==> config.mk <==
export PLATFORM = sky130hd
export DESIGN_NAME = mlti_ram
export DESIGN_NICKNAME = d
export VERILOG_FILES = /design/src/sv/multilinear_table_interpolator_defines.svh /design/src/sv/mlti_ram.sv
export SDC_FILE = /design/constraint.sdc
export NUM_CORES = 1
export LEC_CHECK = 0
export ABC_AREA = 1
export CAP_MARGIN = 10
export CORE_UTILIZATION = 63
export CTS_CLUSTER_SIZE = 30
export DETAILED_ROUTE_END_ITERATION = 6
export DONT_BUFFER_PORTS = 1
export PLACE_DENSITY = 0.76
export SYNTH_ARGS = -nofsm -noshare
export SYNTH_HDL_FRONTEND = slang
export SYNTH_SLANG_ARGS = --single-unit
==> constraint.sdc <==
create_clock -name clk -period 3.5 [get_ports clk]
set_input_delay 0.7 -clock clk [delete_from_list [all_inputs] [get_ports clk]]
set_output_delay 0.7 -clock clk [all_outputs]
set_load 0.02 [all_outputs]
==> src/sv/multilinear_table_interpolator_defines.svh <==
// Assertion macros for the multilinear table interpolator.
// Included by the modules that assert; expects clk and arst_n in scope.
`ifndef MULTILINEAR_TABLE_INTERPOLATOR_DEFINES_SVH
`define MULTILINEAR_TABLE_INTERPOLATOR_DEFINES_SVH

// same-cycle implication
`define MLTI_AST_IMP(lbl, ante, cons, msg) \
	lbl: assert property (@(posedge clk) disable iff (!arst_n) (ante) |-> (cons)) \
		else $error(msg);

// next-cycle implication
`define MLTI_AST_NXT(lbl, ante, cons, msg) \
	lbl: assert property (@(posedge clk) disable iff (!arst_n) (ante) |=> (cons)) \
		else $error(msg);

`endif

==> src/sv/mlti_ram.sv <==
// Generic single-write, single-read RAM with registered read data.
// No dependencies.
module mlti_ram #(
	parameter int WIDTH = 32,
	parameter int DEPTH = 16
) (
	input  logic                     clk,
	input  logic                     we,
	input  logic [$clog2(DEPTH)-1:0] waddr,
	input  logic [WIDTH-1:0]         wdata,
	input  logic [$clog2(DEPTH)-1:0] raddr,
	output logic [WIDTH-1:0]         rdata
);

	logic [WIDTH-1:0] mem [DEPTH];
	logic [WIDTH-1:0] rdata_q;

	always_ff @(posedge clk) begin
		if (we)
			mem[waddr] <= wdata;
		rdata_q <= mem[raddr];
	end

	assign rdata = rdata_q;

endmodule

==> flow_summary.yaml <==
synthesis:
  yosys-top-cells-area: "edfxtp_1 68%, nand2_1 11%, nand3_1 8.5%"
  synthesis.nets: 2162
  synth_area_um2: 22700
  ys_ff_latch: 544
  syn_inst: 2120
  synth.top_cell.area_share_pct: 67.6
  synth.largest_area_cell: "edfxtp_1"
  yosysWarnings: 0
  yosysSeqAreaShare_pct: 70.5
  synth.distinct_cells: 15
  synth.avg_cell_area_um2: 10.7
clock_network:
  clk_path_buf_depth: 3
  cts_buffers: 52
  cts_hold_buf: 0
  path_clk_slew_ns: 0.07
  clk_latency_ns: 0.60
  root_buffer: "clkbuf_16"
  cts-resized-gates: 0
  cts_htree_levels: 2
  cts.sinks: 544
  cts_tree: "yes"
  post-cts-setup-buffer-count: 0
timing:
  worstMarginPinSlew_ns: 0.932
  setup_viol: 0
  worst_hold_slack_ns: 0.194
  fin_crit_ns: 1.87
  fin_crit_sh_pct: 53.3
  timing_hold_violations_final: 0
  skew_ns: 0.0135
  rsz0062_at_grt: "false"
  max_freq_mhz: 536
  maxSlewHeadroom_pct: 37.8
  slew_violations: 0
  fin_setup_tns_ns: 0
power:
  seq_power_share_pct: 55.3
  internal-power_mw: 10.6
  finalPower_mw: 13.4
  ir_drop_mv: 0.439
  p_comb_share_pct: 4.1
  p_per_area_nw_per_um2: 541
  p_switching_mw: 2.79
  p_leak_nw: 10.4
  power_frac_clock_pct: 40.6
  switching_share_pct: 20.9
job:
  cap_violations: 0
worst_hold_path:
  hp-class: "input pin to flip-flop"
global_routing:
  grt_pass1_vias: 13746
  grt_max_degree: 258
  grt_usage_pct: 27.7
  antenna_found_initial: 0
  grt_overflow: 0
  grt_pass1_wl_um: 76500
place:
  placed_area_um2: 23000
  finalWeightedCongestion: 0.787
  portBuffers: 0
  dp_hpwl_um: 24700
critical_path:
  startpoint_type: "input pin"
  crit_family: "simple AND/OR/NAND/NOR gates"
  max_stage_delay_ns: 0.74
  crit_path_top_delay_cell: "nor2_4"
  end_kind: "flip-flop"
  crit_fanout: 21
  crit_type: "input pin to flip-flop"
  crit_path_cell_trace: "nand3b_1 -> nor2_4 -> buf_4"
  cp.arrival_ns: 2.16
  required_ns: 3.80
  crit_buf_inv: 1
route:
  drc: 0
  drtAntennaViolNets: 0
  wl_per_cell_um: 18.8
  vias_per_cell: 5.51
  dr.pass1.iters: 5
  routed_wl_um: 49100
  via_count: 14340
  drt_iter0_markers: 1466
die:
  fp.dieH_um: 192
  io_pins: 74
  die_x_um: 192
  core.rowCount: 69
  start_util_pct: 63.9
  die-area_um2: 36800
  coreArea_um2: 35600
final_layout:
  drive_gt1_share_pct: 5.74
  syn_to_final_growth_pct: 8.58
  antenna_cells: 0
  fin_nets: 2140
  utilization_pct: 69.4
  design_area_um2: 24700
status:
  status: "complete, no violations"
[state kept, by name, indices dropped and copies added (netlist names)]
signal / cells
mem: 512
rdata: 32
[synth_stat cells]
cell type / number
dfxtp_1: 32
inv_2: 1
inv_4: 1
edfxtp_1: 512
buf_6: 29
buf_4: 6
buf_2: 41
nand3_1: 385
nand3b_1: 2
clkbuf_1: 14
buf_12: 1
nand2_1: 677
nor2_1: 17
inv_1: 388
buf_1: 14
[area by class of cell]
class	instances	area, um2
tap	461	577
inverter	390	1470
clock buffer	74	1450
sequential	544	16000
multi-input combinational	1081	4670
fill	2420	10900
clock inverter	24	200
timing repair buffer	29	305
[path summary, 6_finish.rpt]
check / start / to / slack, ns / depth (start not counted)
hold / removal: wdata[11] / mem[6][11]$_DFFE_PP_ / 0.19 / 0
hold reg to reg: mem[10][24]$_DFFE_PP_ / rdata[24]$_DFF_P_ / 0.66 / 6
setup reg to reg: mem[0][14]$_DFFE_PP_ / rdata[14]$_DFF_P_ / 2.37 / 6
setup / recovery: waddr[3] / mem[6][31]$_DFFE_PP_ / 1.63 / 3
[worst register-to-register path, stage by stage, from the launching register on]
cell and delay (ns):
edfxtp_1 0.35, inv_1 0.07, nand2_1 0.05, nand3_1 0.10, nand3_1 0.15, nand3_1 0.21, nand2_1 0.08
[layout by cell type, fill, tap and decap left out]
cell type	netlist	routed
nand2_1	677	677
edfxtp_1	512	512
inv_1	388	386
nand3_1	385	385
clkbuf_16	0	53
dfxtp_1	32	32
buf_4	6	22
clkbuf_1	14	17
nor2_4	0	16
clkinv_2	0	11
clkinv_1	0	7
buf_12	1	7
clkbuf_8	0	4
inv_6	0	3
bufinv_16	0	3
nand3b_1	2	2
clkinvlp_4	0	2
inv_4	1	1
inv_2	1	1
nor2_1	17	1
[per-stage QoR]
step	setup slack (ns)	instances
after floorplan	0.807	2120
after CTS	1.64	2603
after global placement	1.05	2505
after detailed placement	0.999	2505
final	1.63	2603
after global routing	1.57	2603
[cell families (layout without fill, tap and decap cells)]
kind of cell	count (synthesis)	after routing	share of synthesized area [%]
and+or+nand+nor	1081	1081	20.0
buffers and inverters	495	517	9.54
DFF	544	544	70.5
[power groups by stage]
stage / logic (mW) / registers (mW) / clock network (mW)
3_3_place_gp: 0.525 / 7.52 / 0
3_5_place_dp: 0.547 / 7.53 / 0
6_report: 0.550 / 7.39 / 5.42
4_1_cts: 0.554 / 7.39 / 5.48
5_1_grt: 0.621 / 7.40 / 5.73
2_1_floorplan: 0.497 / 7.51 / 0
[routing by layer]
metal	wire, um	vias up	part of all wire (%)	GRT usage, %
met1	20100	6758	41	39.1
li1	-	6795	-	-
met5	0	-	0	0
met2	23400	683	48	44.2
met4	1080	0	2.2	8.18
met3	4520	104	9.2	5.17
Note: power is estimated with default switching activity, not from simulation.
