$ cat src/sv/multilinear_table_interpolator_defines.svh
// Assertion macros for the multilinear table interpolator.
// Included by the modules that assert; expects clk and arst_n in scope.
`ifndef MULTILINEAR_TABLE_INTERPOLATOR_DEFINES_SVH
`define MULTILINEAR_TABLE_INTERPOLATOR_DEFINES_SVH

// same-cycle implication
`define MLTI_AST_IMP(lbl, ante, cons, msg) \
	lbl: assert property (@(posedge clk) disable iff (!arst_n) (ante) |-> (cons)) \
		else $error(msg);

// next-cycle implication
`define MLTI_AST_NXT(lbl, ante, cons, msg) \
	lbl: assert property (@(posedge clk) disable iff (!arst_n) (ante) |=> (cons)) \
		else $error(msg);

`endif

$ cat src/sv/mlti_pkg.sv
// Shared constants, codes and lane/merge structs for the table interpolator.
// No dependencies.
package mlti_pkg;

	localparam int MAX_DIMS          = 4;
	localparam int MAX_AXIS_POINTS   = 16;
	localparam int MAX_TABLE_ENTRIES = 4096;
	localparam int MAX_COMPONENTS    = 4;
	localparam int LANES             = 4;

	localparam int BP_AW = $clog2(MAX_AXIS_POINTS);
	localparam int NP_W  = $clog2(MAX_AXIS_POINTS + 1);
	localparam int W_W   = 17;
	localparam logic [W_W-1:0] ONE_W = 17'h10000;

	localparam logic [1:0] REQ_BP_WR  = 2'd0;
	localparam logic [1:0] REQ_TBL_WR = 2'd1;
	localparam logic [1:0] REQ_QUERY  = 2'd2;

	localparam logic [1:0] ST_OK     = 2'd0;
	localparam logic [1:0] ST_MONO   = 2'd1;
	localparam logic [1:0] ST_TOOBIG = 2'd2;
	localparam logic [1:0] ST_RANGE  = 2'd3;

	localparam logic [2:0] CFG_DIMS  = 3'd0;
	localparam logic [2:0] CFG_PTS0  = 3'd1;
	localparam logic [2:0] CFG_PTS1  = 3'd2;
	localparam logic [2:0] CFG_PTS2  = 3'd3;
	localparam logic [2:0] CFG_PTS3  = 3'd4;
	localparam logic [2:0] CFG_COMPS = 3'd5;

	typedef struct packed {
		logic               wr;
		logic               qry;
		logic [BP_AW-1:0]   idx;
		logic signed [31:0] value;
		logic signed [31:0] x;
		logic [NP_W-1:0]    np;
	} lane_cmd_t;

	typedef struct packed {
		logic             busy;
		logic             mono_bad;
		logic [BP_AW-1:0] base;
		logic [W_W-1:0]   weight;
	} lane_res_t;

	typedef struct packed {
		logic [2:0]                   nd;
		logic [2:0]                   nc;
		logic [1:0]                   comp;
		logic [LANES-1:0][NP_W-1:0]   np;
		logic [LANES-1:0][BP_AW-1:0]  base;
		logic [LANES-1:0][W_W-1:0]    w;
	} corner_cfg_t;

endpackage

$ cat src/sv/mlti_ram.sv
// Generic single-write, single-read RAM with registered read data.
// No dependencies.
module mlti_ram #(
	parameter int WIDTH = 32,
	parameter int DEPTH = 16
) (
	input  logic                     clk,
	input  logic                     we,
	input  logic [$clog2(DEPTH)-1:0] waddr,
	input  logic [WIDTH-1:0]         wdata,
	input  logic [$clog2(DEPTH)-1:0] raddr,
	output logic [WIDTH-1:0]         rdata
);

	logic [WIDTH-1:0] mem [DEPTH];
	logic [WIDTH-1:0] rdata_q;

	always_ff @(posedge clk) begin
		if (we)
			mem[waddr] <= wdata;
		rdata_q <= mem[raddr];
	end

	assign rdata = rdata_q;

endmodule

$ cat src/sv/mlti_axis_lane.sv
// One axis lane: breakpoint store, monotonic check, interval search, weight divide.
// Depends on mlti_pkg and mlti_ram.
module mlti_axis_lane (
	input  logic               clk,
	input  logic               arst_n,
	input  mlti_pkg::lane_cmd_t cmd,
	output mlti_pkg::lane_res_t res
);

	typedef enum logic [2:0] {L_IDLE, L_WRD, L_WCMP, L_SRD, L_SUSE, L_PREP, L_DIV} lstate_t;

	lstate_t                         st_q;
	logic [mlti_pkg::BP_AW-1:0]      addr_q, widx_q, base_q;
	logic signed [31:0]              val_q, lo_q, hi_q;
	logic [mlti_pkg::NP_W-1:0]       np_q;
	logic [31:0]                     rem_q, div_q;
	logic [15:0]                     quo_q;
	logic [3:0]                      cnt_q;
	logic [mlti_pkg::W_W-1:0]        w_q;
	logic                            mono_q, chk_q;

	logic [31:0]        rdata;
	logic signed [31:0] rd_s;
	logic signed [32:0] d_w, s_w;
	logic [32:0]        rem2;
	logic               ge, last_i;

	mlti_ram #(.WIDTH(32), .DEPTH(mlti_pkg::MAX_AXIS_POINTS)) u_bp (
		.clk   (clk),
		.we    (st_q == L_WCMP),
		.waddr (widx_q),
		.wdata (val_q),
		.raddr (addr_q),
		.rdata (rdata)
	);

	always_comb begin
		rd_s   = $signed(rdata);
		d_w    = $signed({val_q[31], val_q}) - $signed({lo_q[31], lo_q});
		s_w    = $signed({hi_q[31], hi_q}) - $signed({lo_q[31], lo_q});
		rem2   = {rem_q, 1'b0};
		ge     = rem2 >= {1'b0, div_q};
		last_i = mlti_pkg::NP_W'(addr_q) == (np_q - mlti_pkg::NP_W'(1));
	end

	always_ff @(posedge clk or negedge arst_n) begin
		if (!arst_n) begin
			st_q   <= L_IDLE;
			mono_q <= 1'b0;
		end else begin
			case (st_q)
				L_IDLE: begin
					if (cmd.wr) begin
						val_q  <= cmd.value;
						widx_q <= cmd.idx;
						addr_q <= cmd.idx - mlti_pkg::BP_AW'(1);
						chk_q  <= cmd.idx != '0;
						st_q   <= (cmd.idx != '0) ? L_WRD : L_WCMP;
					end else if (cmd.qry) begin
						val_q  <= cmd.x;
						np_q   <= cmd.np;
						addr_q <= '0;
						st_q   <= L_SRD;
					end
				end
				L_WRD: st_q <= L_WCMP;
				L_WCMP: begin
					mono_q <= chk_q && (val_q <= rd_s);
					st_q   <= L_IDLE;
				end
				L_SRD: st_q <= L_SUSE;
				L_SUSE: begin
					if (addr_q == '0) begin
						lo_q   <= rd_s;
						addr_q <= mlti_pkg::BP_AW'(1);
						st_q   <= L_SRD;
					end else if ((val_q < rd_s) || last_i) begin
						hi_q   <= rd_s;
						base_q <= addr_q - mlti_pkg::BP_AW'(1);
						st_q   <= L_PREP;
					end else begin
						lo_q   <= rd_s;
						addr_q <= addr_q + mlti_pkg::BP_AW'(1);
						st_q   <= L_SRD;
					end
				end
				L_PREP: begin
					if (s_w <= 0) begin
						w_q  <= (d_w > 0) ? mlti_pkg::ONE_W : '0;
						st_q <= L_IDLE;
					end else if (d_w <= 0) begin
						w_q  <= '0;
						st_q <= L_IDLE;
					end else if (d_w >= s_w) begin
						w_q  <= mlti_pkg::ONE_W;
						st_q <= L_IDLE;
					end else begin
						rem_q <= d_w[31:0];
						div_q <= s_w[31:0];
						quo_q <= '0;
						cnt_q <= 4'd15;
						st_q  <= L_DIV;
					end
				end
				L_DIV: begin
					if (ge)
						rem_q <= 32'(rem2 - {1'b0, div_q});
					else
						rem_q <= rem2[31:0];
					quo_q <= {quo_q[14:0], ge};
					if (cnt_q == '0) begin
						w_q  <= {1'b0, quo_q[14:0], ge};
						st_q <= L_IDLE;
					end else begin
						cnt_q <= cnt_q - 4'd1;
					end
				end
				default: st_q <= L_IDLE;
			endcase
		end
	end

	assign res.busy     = st_q != L_IDLE;
	assign res.mono_bad = mono_q;
	assign res.base     = base_q;
	assign res.weight   = w_q;

endmodule

$ cat config.mk
export PLATFORM = sky130hd
export DESIGN_NAME = mlti_axis_lane
export DESIGN_NICKNAME = d
export VERILOG_FILES = /design/src/sv/multilinear_table_interpolator_defines.svh /design/src/sv/mlti_pkg.sv /design/src/sv/mlti_ram.sv /design/src/sv/mlti_axis_lane.sv
export SDC_FILE = /design/constraint.sdc
export NUM_CORES = 1
export LEC_CHECK = 0
export BUFFER_PORTS_ARGS = -buffer_cell sky130_fd_sc_hd__buf_2
export CORE_ASPECT_RATIO = 1.75
export CORE_MARGIN = 5
export CORE_UTILIZATION = 63
export DETAILED_ROUTE_END_ITERATION = 8
export PLACE_DENSITY = 0.79
export SYNTH_ARGS = -nofsm -noshare
export SYNTH_HDL_FRONTEND = slang
export SYNTH_SLANG_ARGS = --single-unit
$ cat constraint.sdc
create_clock -name clk -period 8.51 [get_ports clk]
set_input_delay 1.2765 -clock clk [delete_from_list [all_inputs] [get_ports clk]]
set_output_delay 1.2765 -clock clk [all_outputs]
set_load 0.02 [all_outputs]
==> results.sh <==
export IMPL_status="completed"
export IMPL_num_vias=21350
export IMPL_drtIter0Drc=2209
export IMPL_wirelength_mm=84.87
export IMPL_cts_setup_buffers=0
export IMPL_period_share_pct=75.24
export IMPL_netlist_top_cells_count="edfxtp_1, inv_1, ha_1"
export IMPL_cts_root_buf="clkbuf_16"
export IMPL_worstMarginPinSlew_ps=1090
export IMPL_grt_pass1_wl_mm=129.3
export IMPL_drt_drc_violations_left=0
export IMPL_drive_gt1_share_pct=18.08
export IMPL_clkSinkCount=762
export IMPL_synth_top_area_cell="edfxtp_1"
export IMPL_relSlewSlack_pct=26.75
export IMPL_firstDrtPassIters=7
export IMPL_die_y_um=324.7
export IMPL_ys_flop_type="edfxtp_1"
export IMPL_hold_path_class="reg -> reg"
export IMPL_power_density_mw_per_mm2=248.6
export IMPL_routabilityCongestion=0.9639
export IMPL_clockBufferDepth=3
export IMPL_ys_async_sr_fraction_pct=0.5249
export IMPL_fin_util_pct=69.73
export IMPL_endpoint_kind="register"
export IMPL_synth_edf_count=726
export IMPL_synthesis_nets=2650
export IMPL_grt_max_degree=63
export IMPL_synth_cells=2405
export IMPL_rows=115
export IMPL_dieArea_mm2=0.06162
export IMPL_core_mm2=0.05612
export IMPL_hpwl_mm=53.56
export IMPL_setup_slack_ps=2107
export IMPL_setup_viol=0
export IMPL_dp_slack_ps=2193
export IMPL_finalHoldViolCount=0
export IMPL_timing_final_crit_period_ps=6403
export IMPL_ys_top_cells_by_area="edfxtp_1, mux4_2, ha_1"
export IMPL_overflow=0
export IMPL_worstPathRequired_ps=8770
export IMPL_yosysMostFrequentCell="edfxtp_1"
export IMPL_cts_tree="yes"
export IMPL_grtUsageTotal_pct=27.47
export IMPL_wire_per_inst_um=26.01
export IMPL_netlist_cell_type_count=82
export IMPL_p_leak_nw=14.10
export IMPL_ys_ff_latch=762
export IMPL_syn_area_mm2=0.03564
export IMPL_cp_slowest_stage_delay_ps=650
export IMPL_ctsHoldBuffers=0
export IMPL_finalNetCount=2754
export IMPL_start_util_pct=63.52
export IMPL_path_class="reg -> reg"
export IMPL_crit_fanout=47
export IMPL_peakVddDrop_mv=0.2071
export IMPL_synthToLayoutAreaGrowth_pct=9.783
export IMPL_slowest_stage="edfxtp_1"
export IMPL_seq_area_frac_synth_pct=63.24
export IMPL_io_buffers=99
export IMPL_final_cells=3263
export IMPL_rsz0062_at_grt="no"
export IMPL_htreeDepth=2
export IMPL_grt_pass1_vias=22000
export IMPL_crit_chain="inv_1 > ha_1 > inv_1 > fa_1 > a211oi_1 > o21ai_1 > and2_1 > xor2_1 > ha_1 > nand4_1 > nor2_1 > a21oi_1 > o211ai_1 > a221oi_1 > o21ai_0 > a311o_1 > o31ai_1 > nand2_1 > nor3b_1 > nand2_1 > a21oi_4 > buf_4"
export IMPL_fin_skew_ps=24.12
export IMPL_avgSynthCellArea_um2=14.82
export IMPL_finalSetupTns_ps=0
export IMPL_cts_buffers=61
export IMPL_cts_resized_gates=0
export IMPL_yosysTopAreaCellShare_pct=61.16
export IMPL_die_w_um=189.8
export IMPL_clkLatencyLatePin_ps=640
export IMPL_path_clk_slew_ps=80
export IMPL_yosysWarnings=0
export IMPL_worst_setup_path_start_kind="register"
export IMPL_maxCapViolCount=0
export IMPL_critPathBufInv=3
export IMPL_antenna_found_initial=0
export IMPL_via_per_inst=6.544
export IMPL_io_pins=100
export IMPL_max_freq_mhz=156.2
export IMPL_antenna_left=0
export IMPL_cp_top_family="compound AO/OA/AOI/OAI gates"
export IMPL_place_inst=3148
export IMPL_drv_slew=0
export IMPL_total_power_w=0.009727
export IMPL_antenna_cells=0
export IMPL_critPathArrivalTime_ps=6660
-- metrics by stage --
stage,hold WS [ps],instance area [um^2]
floorplan,425.6,35640
global placement,433.1,37050
detailed placement,447.4,37050
CTS,454.4,39130
global route,474.0,39130
finish,469.6,39130
-- layer usage --
layer | vias up | GRT usage (%) | routed length (um)
met4 | 0 | 9.285 | 3080
met5 | - | 0 | 0
li1 | 9552 | - | -
met1 | 10630 | 35.26 | 30980
met3 | 182 | 2.686 | 5597
met2 | 993 | 49.27 | 45210
-- path summary, 6_finish.rpt --
| check | from | end | slack (ps) | cells past startpoint |
|---|---|---|---|---|
| setup / recovery | val_q[0]$_DFFE_PP_ | rem_q[2]$_DFFE_PP_ | 2110 | 22 |
| max in group asynchronous | arst_n | mono_q$_DFFE_PN0P_ | 7840 | 1 |
| min in group asynchronous | arst_n | st_q[0]$_DFFE_PN0P_ | 480 | 1 |
| hold reg to reg | u_bp.rdata[31]$_DFF_P_ | hi_q[31]$_DFFE_PP_ | 470 | 0 |
| setup reg to reg | val_q[0]$_DFFE_PP_ | rem_q[2]$_DFFE_PP_ | 2110 | 22 |
| hold / removal | u_bp.rdata[31]$_DFF_P_ | hi_q[31]$_DFFE_PP_ | 470 | 0 |
-- sequential cells by signal, summed over array words and instances (netlist names) --
signal and flops:
u_bp.mem 512, div_q 32, hi_q 32, lo_q 32
rem_q 32, u_bp.rdata 32, val_q 32, w_q 17
quo_q 15, np_q 5, addr_q 4, base_q 4
cnt_q 4, widx_q 4, st_q 3, chk_q 1
mono_q 1
-- where the power goes --
part	leakage (nW)	switching, W	internal, W
registers	6.86	0.000248	0.00448
logic	6.22	0.00120	0.000859
clock network	1.02	0.00134	0.00160
total	14.1	0.00278	0.00694
-- placed cells by master, fill, tap and decap left out, types with 43 or more instances in the layout --
cell type,count
ha_1,165
xnor2_1,43
edfxtp_1,726
mux4_2,160
nor2_1,117
a21oi_1,140
buf_2,99
nand2_1,117
o21ai_0,92
clkbuf_16,62
inv_1,175
-- cell families after synthesis --
kind of cell / Yosys count / share of synthesized area, %
compound gates: 440 / 7.888
buf+inv: 266 / 2.843
simple gates: 487 / 6.694
flops: 762 / 63.24
mux: 202 / 11.41
fa+ha+maj: 168 / 5.961
xor+xnor: 80 / 1.966
-- area by class of cell --
type	instances	area (um^2)
clock buffer	75	1640
tap	702	878.3
sequential	762	22540
fill	3567	16990
inverter	175	656.9
clock inverter	40	439.2
multi-input combinational	1377	12230
timing repair buffer	132	743.2
Note: power is estimated with default switching activity, not from simulation.
