<file path="src/sv/multilinear_table_interpolator_defines.svh">
// Assertion macros for the multilinear table interpolator.
// Included by the modules that assert; expects clk and arst_n in scope.
`ifndef MULTILINEAR_TABLE_INTERPOLATOR_DEFINES_SVH
`define MULTILINEAR_TABLE_INTERPOLATOR_DEFINES_SVH

// same-cycle implication
`define MLTI_AST_IMP(lbl, ante, cons, msg) \
	lbl: assert property (@(posedge clk) disable iff (!arst_n) (ante) |-> (cons)) \
		else $error(msg);

// next-cycle implication
`define MLTI_AST_NXT(lbl, ante, cons, msg) \
	lbl: assert property (@(posedge clk) disable iff (!arst_n) (ante) |=> (cons)) \
		else $error(msg);

`endif

</file>
<file path="src/sv/mlti_pkg.sv">
// Shared constants, codes and lane/merge structs for the table interpolator.
// No dependencies.
package mlti_pkg;

	localparam int MAX_DIMS          = 4;
	localparam int MAX_AXIS_POINTS   = 16;
	localparam int MAX_TABLE_ENTRIES = 4096;
	localparam int MAX_COMPONENTS    = 4;
	localparam int LANES             = 4;

	localparam int BP_AW = $clog2(MAX_AXIS_POINTS);
	localparam int NP_W  = $clog2(MAX_AXIS_POINTS + 1);
	localparam int W_W   = 17;
	localparam logic [W_W-1:0] ONE_W = 17'h10000;

	localparam logic [1:0] REQ_BP_WR  = 2'd0;
	localparam logic [1:0] REQ_TBL_WR = 2'd1;
	localparam logic [1:0] REQ_QUERY  = 2'd2;

	localparam logic [1:0] ST_OK     = 2'd0;
	localparam logic [1:0] ST_MONO   = 2'd1;
	localparam logic [1:0] ST_TOOBIG = 2'd2;
	localparam logic [1:0] ST_RANGE  = 2'd3;

	localparam logic [2:0] CFG_DIMS  = 3'd0;
	localparam logic [2:0] CFG_PTS0  = 3'd1;
	localparam logic [2:0] CFG_PTS1  = 3'd2;
	localparam logic [2:0] CFG_PTS2  = 3'd3;
	localparam logic [2:0] CFG_PTS3  = 3'd4;
	localparam logic [2:0] CFG_COMPS = 3'd5;

	typedef struct packed {
		logic               wr;
		logic               qry;
		logic [BP_AW-1:0]   idx;
		logic signed [31:0] value;
		logic signed [31:0] x;
		logic [NP_W-1:0]    np;
	} lane_cmd_t;

	typedef struct packed {
		logic             busy;
		logic             mono_bad;
		logic [BP_AW-1:0] base;
		logic [W_W-1:0]   weight;
	} lane_res_t;

	typedef struct packed {
		logic [2:0]                   nd;
		logic [2:0]                   nc;
		logic [1:0]                   comp;
		logic [LANES-1:0][NP_W-1:0]   np;
		logic [LANES-1:0][BP_AW-1:0]  base;
		logic [LANES-1:0][W_W-1:0]    w;
	} corner_cfg_t;

endpackage

</file>
<file path="src/sv/mlti_corner_acc.sv">
// Merge stage: walks the corners, forms weight products, reads values, accumulates.
// Depends on mlti_pkg and the assertion macros header; reads the value RAM held by the top level.
`include "multilinear_table_interpolator_defines.svh"
module mlti_corner_acc #(
	parameter int MAX_TABLE_ENTRIES = mlti_pkg::MAX_TABLE_ENTRIES
) (
	input  logic                             clk,
	input  logic                             arst_n,
	input  logic                             start,
	input  mlti_pkg::corner_cfg_t            cfg,
	output logic [$clog2(MAX_TABLE_ENTRIES)-1:0] raddr,
	input  logic [31:0]                      rdata,
	output logic                             busy,
	output logic signed [31:0]               value
);

	localparam int AW    = $clog2(MAX_TABLE_ENTRIES);
	localparam int FW    = AW + 1;
	localparam int ACC_W = 56;
	localparam int QS_W  = ACC_W - 16;
	localparam logic signed [QS_W-1:0] QMAX = QS_W'(64'sh7FFFFFFF);
	localparam logic signed [QS_W-1:0] QMIN = QS_W'(-64'sh80000000);

	typedef enum logic [2:0] {C_IDLE, C_AX, C_IX, C_RD, C_MUL, C_ACC, C_FIN} cstate_t;

	cstate_t                   st_q;
	logic [3:0]                jb_q;
	logic [1:0]                d_q;
	logic [mlti_pkg::W_W-1:0]  p_q;
	logic [FW-1:0]             flat_q;
	logic [AW-1:0]             addr_q;
	logic                      inr_q;
	logic signed [48:0]        prod_s1;
	logic signed [ACC_W-1:0]   acc_q;
	logic signed [31:0]        value_q;

	logic [1:0]                sel;
	logic                      cbit;
	logic [mlti_pkg::W_W-1:0]  wd;
	logic [33:0]               pm;
	logic [FW-1:0]             flat_n, flat_f;
	logic [3:0]                jb_last;
	logic signed [ACC_W-1:0]   t_w;
	logic signed [QS_W-1:0]    qs;

	always_comb begin
		sel     = 2'(cfg.nd - 3'd1 - {1'b0, d_q});
		cbit    = jb_q[sel];
		wd      = cbit ? cfg.w[d_q] : (mlti_pkg::ONE_W - cfg.w[d_q]);
		pm      = 34'(p_q * wd) + 34'd32768;
		flat_n  = FW'(flat_q * cfg.np[d_q]) + FW'(cfg.base[d_q]) + FW'(cbit);
		flat_f  = FW'(flat_q * cfg.nc) + FW'(cfg.comp);
		jb_last = 4'((5'd1 << cfg.nd) - 5'd1);
		t_w     = acc_q + ACC_W'(32768);
		qs      = t_w[ACC_W-1:16];
	end

	always_ff @(posedge clk or negedge arst_n) begin
		if (!arst_n) begin
			st_q <= C_IDLE;
		end else begin
			case (st_q)
				C_IDLE: begin
					if (start) begin
						jb_q   <= '0;
						d_q    <= '0;
						p_q    <= mlti_pkg::ONE_W;
						flat_q <= '0;
						acc_q  <= '0;
						st_q   <= C_AX;
					end
				end
				C_AX: begin
					p_q    <= pm[32:16];
					flat_q <= flat_n;
					if ({1'b0, d_q} == cfg.nd - 3'd1)
						st_q <= C_IX;
					else
						d_q <= d_q + 2'd1;
				end
				C_IX: begin
					addr_q <= flat_f[AW-1:0];
					inr_q  <= flat_f < FW'(MAX_TABLE_ENTRIES);
					st_q   <= C_RD;
				end
				C_RD: st_q <= C_MUL;
				C_MUL: begin
					prod_s1 <= inr_q ? 49'($signed(rdata) * $signed({1'b0, p_q})) : '0;
					st_q    <= C_ACC;
				end
				C_ACC: begin
					acc_q <= acc_q + ACC_W'(prod_s1);
					if (jb_q == jb_last) begin
						st_q <= C_FIN;
					end else begin
						jb_q   <= jb_q + 4'd1;
						d_q    <= '0;
						p_q    <= mlti_pkg::ONE_W;
						flat_q <= '0;
						st_q   <= C_AX;
					end
				end
				C_FIN: begin
					if (qs > QMAX)
						value_q <= 32'sh7FFFFFFF;
					else if (qs < QMIN)
						value_q <= 32'sh80000000;
					else
						value_q <= qs[31:0];
					st_q <= C_IDLE;
				end
				default: st_q <= C_IDLE;
			endcase
		end
	end

	assign raddr = addr_q;
	assign busy  = st_q != C_IDLE;
	assign value = value_q;

	`MLTI_AST_NXT(a_start_busy, start && !busy, busy, "corner walk did not start")
	`MLTI_AST_IMP(a_weight_range, st_q == C_MUL, p_q <= mlti_pkg::ONE_W, "weight product above one")
	`MLTI_AST_IMP(a_axis_range, st_q == C_AX, {1'b0, d_q} < cfg.nd, "axis step past dims in use")

endmodule

</file>
<file path="config.mk">
export PLATFORM = sky130hd
export DESIGN_NAME = mlti_corner_acc
export DESIGN_NICKNAME = d
export VERILOG_FILES = /design/src/sv/mlti_pkg.sv /design/src/sv/mlti_corner_acc.sv
export VERILOG_INCLUDE_DIRS = /design/src /design/src/sv
export SDC_FILE = /design/constraint.sdc
export NUM_CORES = 2
export LEC_CHECK = 0
export BUFFER_PORTS_ARGS = -buffer_cell sky130_fd_sc_hd__buf_2
export CAP_MARGIN = 0
export CORE_MARGIN = 2
export CORE_UTILIZATION = 45
export DETAILED_ROUTE_END_ITERATION = 7
export GPL_TIMING_DRIVEN = 0
export MAX_ROUTING_LAYER = met4
export PLACE_DENSITY = 0.62
export SETUP_SLACK_MARGIN = 0.02
export SYNTH_ARGS = -nofsm -noshare
export SYNTH_HDL_FRONTEND = slang
export SYNTH_SLANG_ARGS = --single-unit
</file>
<file path="constraint.sdc">
create_clock -name clk -period 8.3 [get_ports clk]
set_input_delay 1.245 -clock clk [delete_from_list [all_inputs] [get_ports clk]]
set_output_delay 1.245 -clock clk [all_outputs]
set_load 0.01 [all_outputs]
</file>
==> impl_metrics.yaml <==
synthesis:
  synth_fa_ha_area_share_pct: 47.4
  synth_mux_area_share_pct: 1.72
  synth_top_family_by_area: "adder cells"
  synth-simple-area-share_pct: 16.8
  synth_cell_types: 69
  postSynthRegisterBits: 189
  synth_flop_cell: "edfxtp_1"
  syn-instance-count: 4518
  synth-edff-count: 186
  synthXorXnorAreaFrac_pct: 4.02
  syn_area_per_cell_um2: 9.28
  synth_seq_area_share_pct: 13.5
  synth_compound_area_share_pct: 6.69
  syn-cell-area_um2: 41900
  syn_nets: 5785
  yosys_warnings: 0
  synthArstFlopShare_pct: 1.59
critical_path:
  crit_top_cell: "fa_1"
  slowest_stage: "mux4_2"
  worstPathRequired_ps: 8540
  endpoint_kind: "flip-flop"
  crit_path_max_incr_delay_ps: 610
  setup.worst_path.start_class: "input port"
  crit_fanout: 6
  arrival_ps: 9010
  path_class: "in -> reg"
timing:
  slew_headroom_pct: 22.1
  fin_ws_ps: -471
  fin_crit_sh_pct: 106
  holdWs_ps: 554
  min_period_ps: 8770
  finalSetupViolations: 13
  tightest_slew_ps: 1150
  finalClockSkew_ps: 39.9
  fmax_mhz: 114
  finalHoldViolCount: 0
  rsz0062_at_grt: "yes"
  drv_slew: 0
global_routing:
  grt_max_degree: 58
  grt_overflow: 0
  antenna_found_initial: 16
  grt_pass1_wl_um: 189000
  grt_usage_pct: 27.0
  grt_pass1_vias: 32946
place:
  dp_slack_ps: -2210
  dp_hpwl_um: 98100
  dpl.cell_count: 5955
  io_buffers: 191
  routabilityCongestion: 0.915
drt:
  wl_met1_um: 50900
  drt_iter0_drc: 2019
  via_count: 31629
  ant_nets: 0
  wl_met3_um: 8280
  met2_wirelength_um: 56200
  first_pass_iters: 5
  maxUsedRoutingLayer: "met4"
  routed_wl_um: 120000
  vias_per_cell: 5.21
  drc_errors: 0
  wl_per_cell_um: 19.7
clock_network:
  htree_levels: 4
  cts_sinks: 189
  clk_latency_ps: 530
  cts_buffers: 17
  cts_tree: "yes"
  cts.clk_slew.worst_paths_ps: 80
  clk_path_buf_depth: 2
  root_buffer: "clkbuf_16"
final_layout:
  finalNonFillerCells: 6074
  register_area_um2: 5660
  fillers: 8684
  fin_nets: 6072
  multi_input_area_um2: 33000
  drive_gt1_share_pct: 11.0
  finalCoreUtilization_pct: 51.1
  syn_to_final_growth_pct: 12.2
floorplan:
  rows: 111
  die_x_um: 309
  die_y_um: 309
  dieArea_um2: 95700
  io_pins: 192
  core-area_um2: 92100
  initial_utilization_pct: 45.6
outcome:
  violations: "negative setup slack"
  status: "complete, but fails checks"
min_path:
  hp-class: "in -> async"
run:
  drv_cap: 0
-- per-stage QoR --
stage,TNS [ps],instance area [um^2]
after floorplan,-1790,42200
after global placement,-30600,44800
after detailed placement,-31570,44800
after CTS,-3500,46700
after global routing,-6470,47000
final,-3480,47000
-- logic make-up after synthesis --
| kind of cell | Yosys count |
|---|---|
| xor gates and xnor gates | 191 |
| AOI/OAI and AO/OA | 440 |
| muxes | 37 |
| and+or+nand+nor | 1439 |
| adders and majority gates | 1120 |
| DFF | 189 |
| buffers and inverters | 1102 |
-- final timing paths --
check | from | to | slack, ps | cells after the start
setup / recovery | cfg[109] | p_q[15]$_SDFFCE_PN0P_ | -470 | 30
hold / removal | arst_n | st_q[0]$_DFFE_PN0P_ | 550 | 1
setup reg to reg | d_q[0]$_SDFFCE_PN0P_ | p_q[15]$_SDFFCE_PN0P_ | -370 | 31
hold reg to reg | acc_q[55]$_SDFFCE_PP0P_ | value[31]$_SDFFCE_PN0P_ | 660 | 2
max in group asynchronous | arst_n | st_q[1]$_DFFE_PN0P_ | 7600 | 1
min in group clk | acc_q[55]$_SDFFCE_PP0P_ | value[31]$_SDFFCE_PN0P_ | 660 | 2
-- cell usage in the layout (no fill, tap or decap), types with 10 or more instances in the layout --
cell type / Yosys / final
clkbuf_2: 0 / 26
mux4_2: 23 / 27
fa_1: 781 / 771
a211oi_1: 13 / 11
fa_2: 0 / 10
clkbuf_1: 185 / 126
o21ai_0: 116 / 113
nor2_1: 139 / 129
or3_1: 11 / 10
inv_1: 909 / 897
buf_6: 1 / 16
nor2b_1: 42 / 40
nand2b_1: 23 / 23
nand4_1: 15 / 15
o21bai_1: 22 / 21
xor2_4: 0 / 10
and3_1: 30 / 28
diode_2: 0 / 13
and2_1: 404 / 398
a21o_1: 68 / 68
xor2_1: 82 / 71
ha_4: 0 / 11
xnor2_1: 108 / 103
and4_1: 11 / 10
nor3_1: 34 / 29
nand2_2: 0 / 12
edfxtp_1: 186 / 186
ha_1: 339 / 326
nand3_1: 40 / 40
clkbuf_16: 0 / 21
o21a_1: 25 / 24
a21oi_1: 123 / 115
a31oi_1: 15 / 15
nor3b_1: 14 / 11
buf_4: 0 / 73
buf_2: 0 / 187
nand2_1: 644 / 630
-- sequential cells by signal (all words and copies together) (netlist names) --
| register | flops |
|---|---|
| acc_q | 56 |
| jb_q | 4 |
| st_q | 3 |
| raddr | 12 |
| p_q | 17 |
| inr_q | 1 |
| value | 32 |
| prod_s1 | 49 |
| d_q | 2 |
| flat_q | 13 |
-- repair_timing --
item | CTS | global route
gates cloned | 4 | 0
gates resized for setup | 136 | 103
pin swaps | 65 | 50
buffers inserted | 69 | 15
hold buffers | 0 | 0
endpoints found under the setup margin | 24 | 25
-- per-layer routing --
layer | track usage, % | vias up
met1 | 35.1 | 15824
met3 | 4.68 | 199
met4 | 8.00 | 0
met2 | 43.4 | 1070
li1 | - | 14536
met5 | - | -
-- critical path: cells and delay by family --
family	cells	cell delay, ps
xor gates and xnor gates	3	720
adders and majority gates	8	3550
muxes	1	610
AOI/OAI and AO/OA	5	1170
buffers and inverters	8	970
and+or+nand+nor	5	710
-- cell usage after synthesis (40+ instances only) --
master,number,area [um^2]
nand3_1,40,200
nand2_1,644,2420
fa_1,781,15600
o21ai_0,116,581
xnor2_1,108,946
a21o_1,68,510
edfxtp_1,186,5590
xor2_1,82,718
a21oi_1,123,616
ha_1,339,4240
nor2_1,139,522
inv_1,909,3410
clkbuf_1,185,694
and2_1,404,2530
nor2b_1,42,263
-- cell type report --
class	instances	share of cell area (%)
multi-input combinational	3227	70.1
sequential	189	12.0
inverter	909	7.28
timing repair buffer	282	3.82
tap	1243	3.31
buffer	179	2.06
clock buffer	17	0.904
clock inverter	15	0.410
antenna	13	0.0691
Power is not shown: default switching activity piles up to over one toggle a cycle in this logic, so the estimate is an artifact.
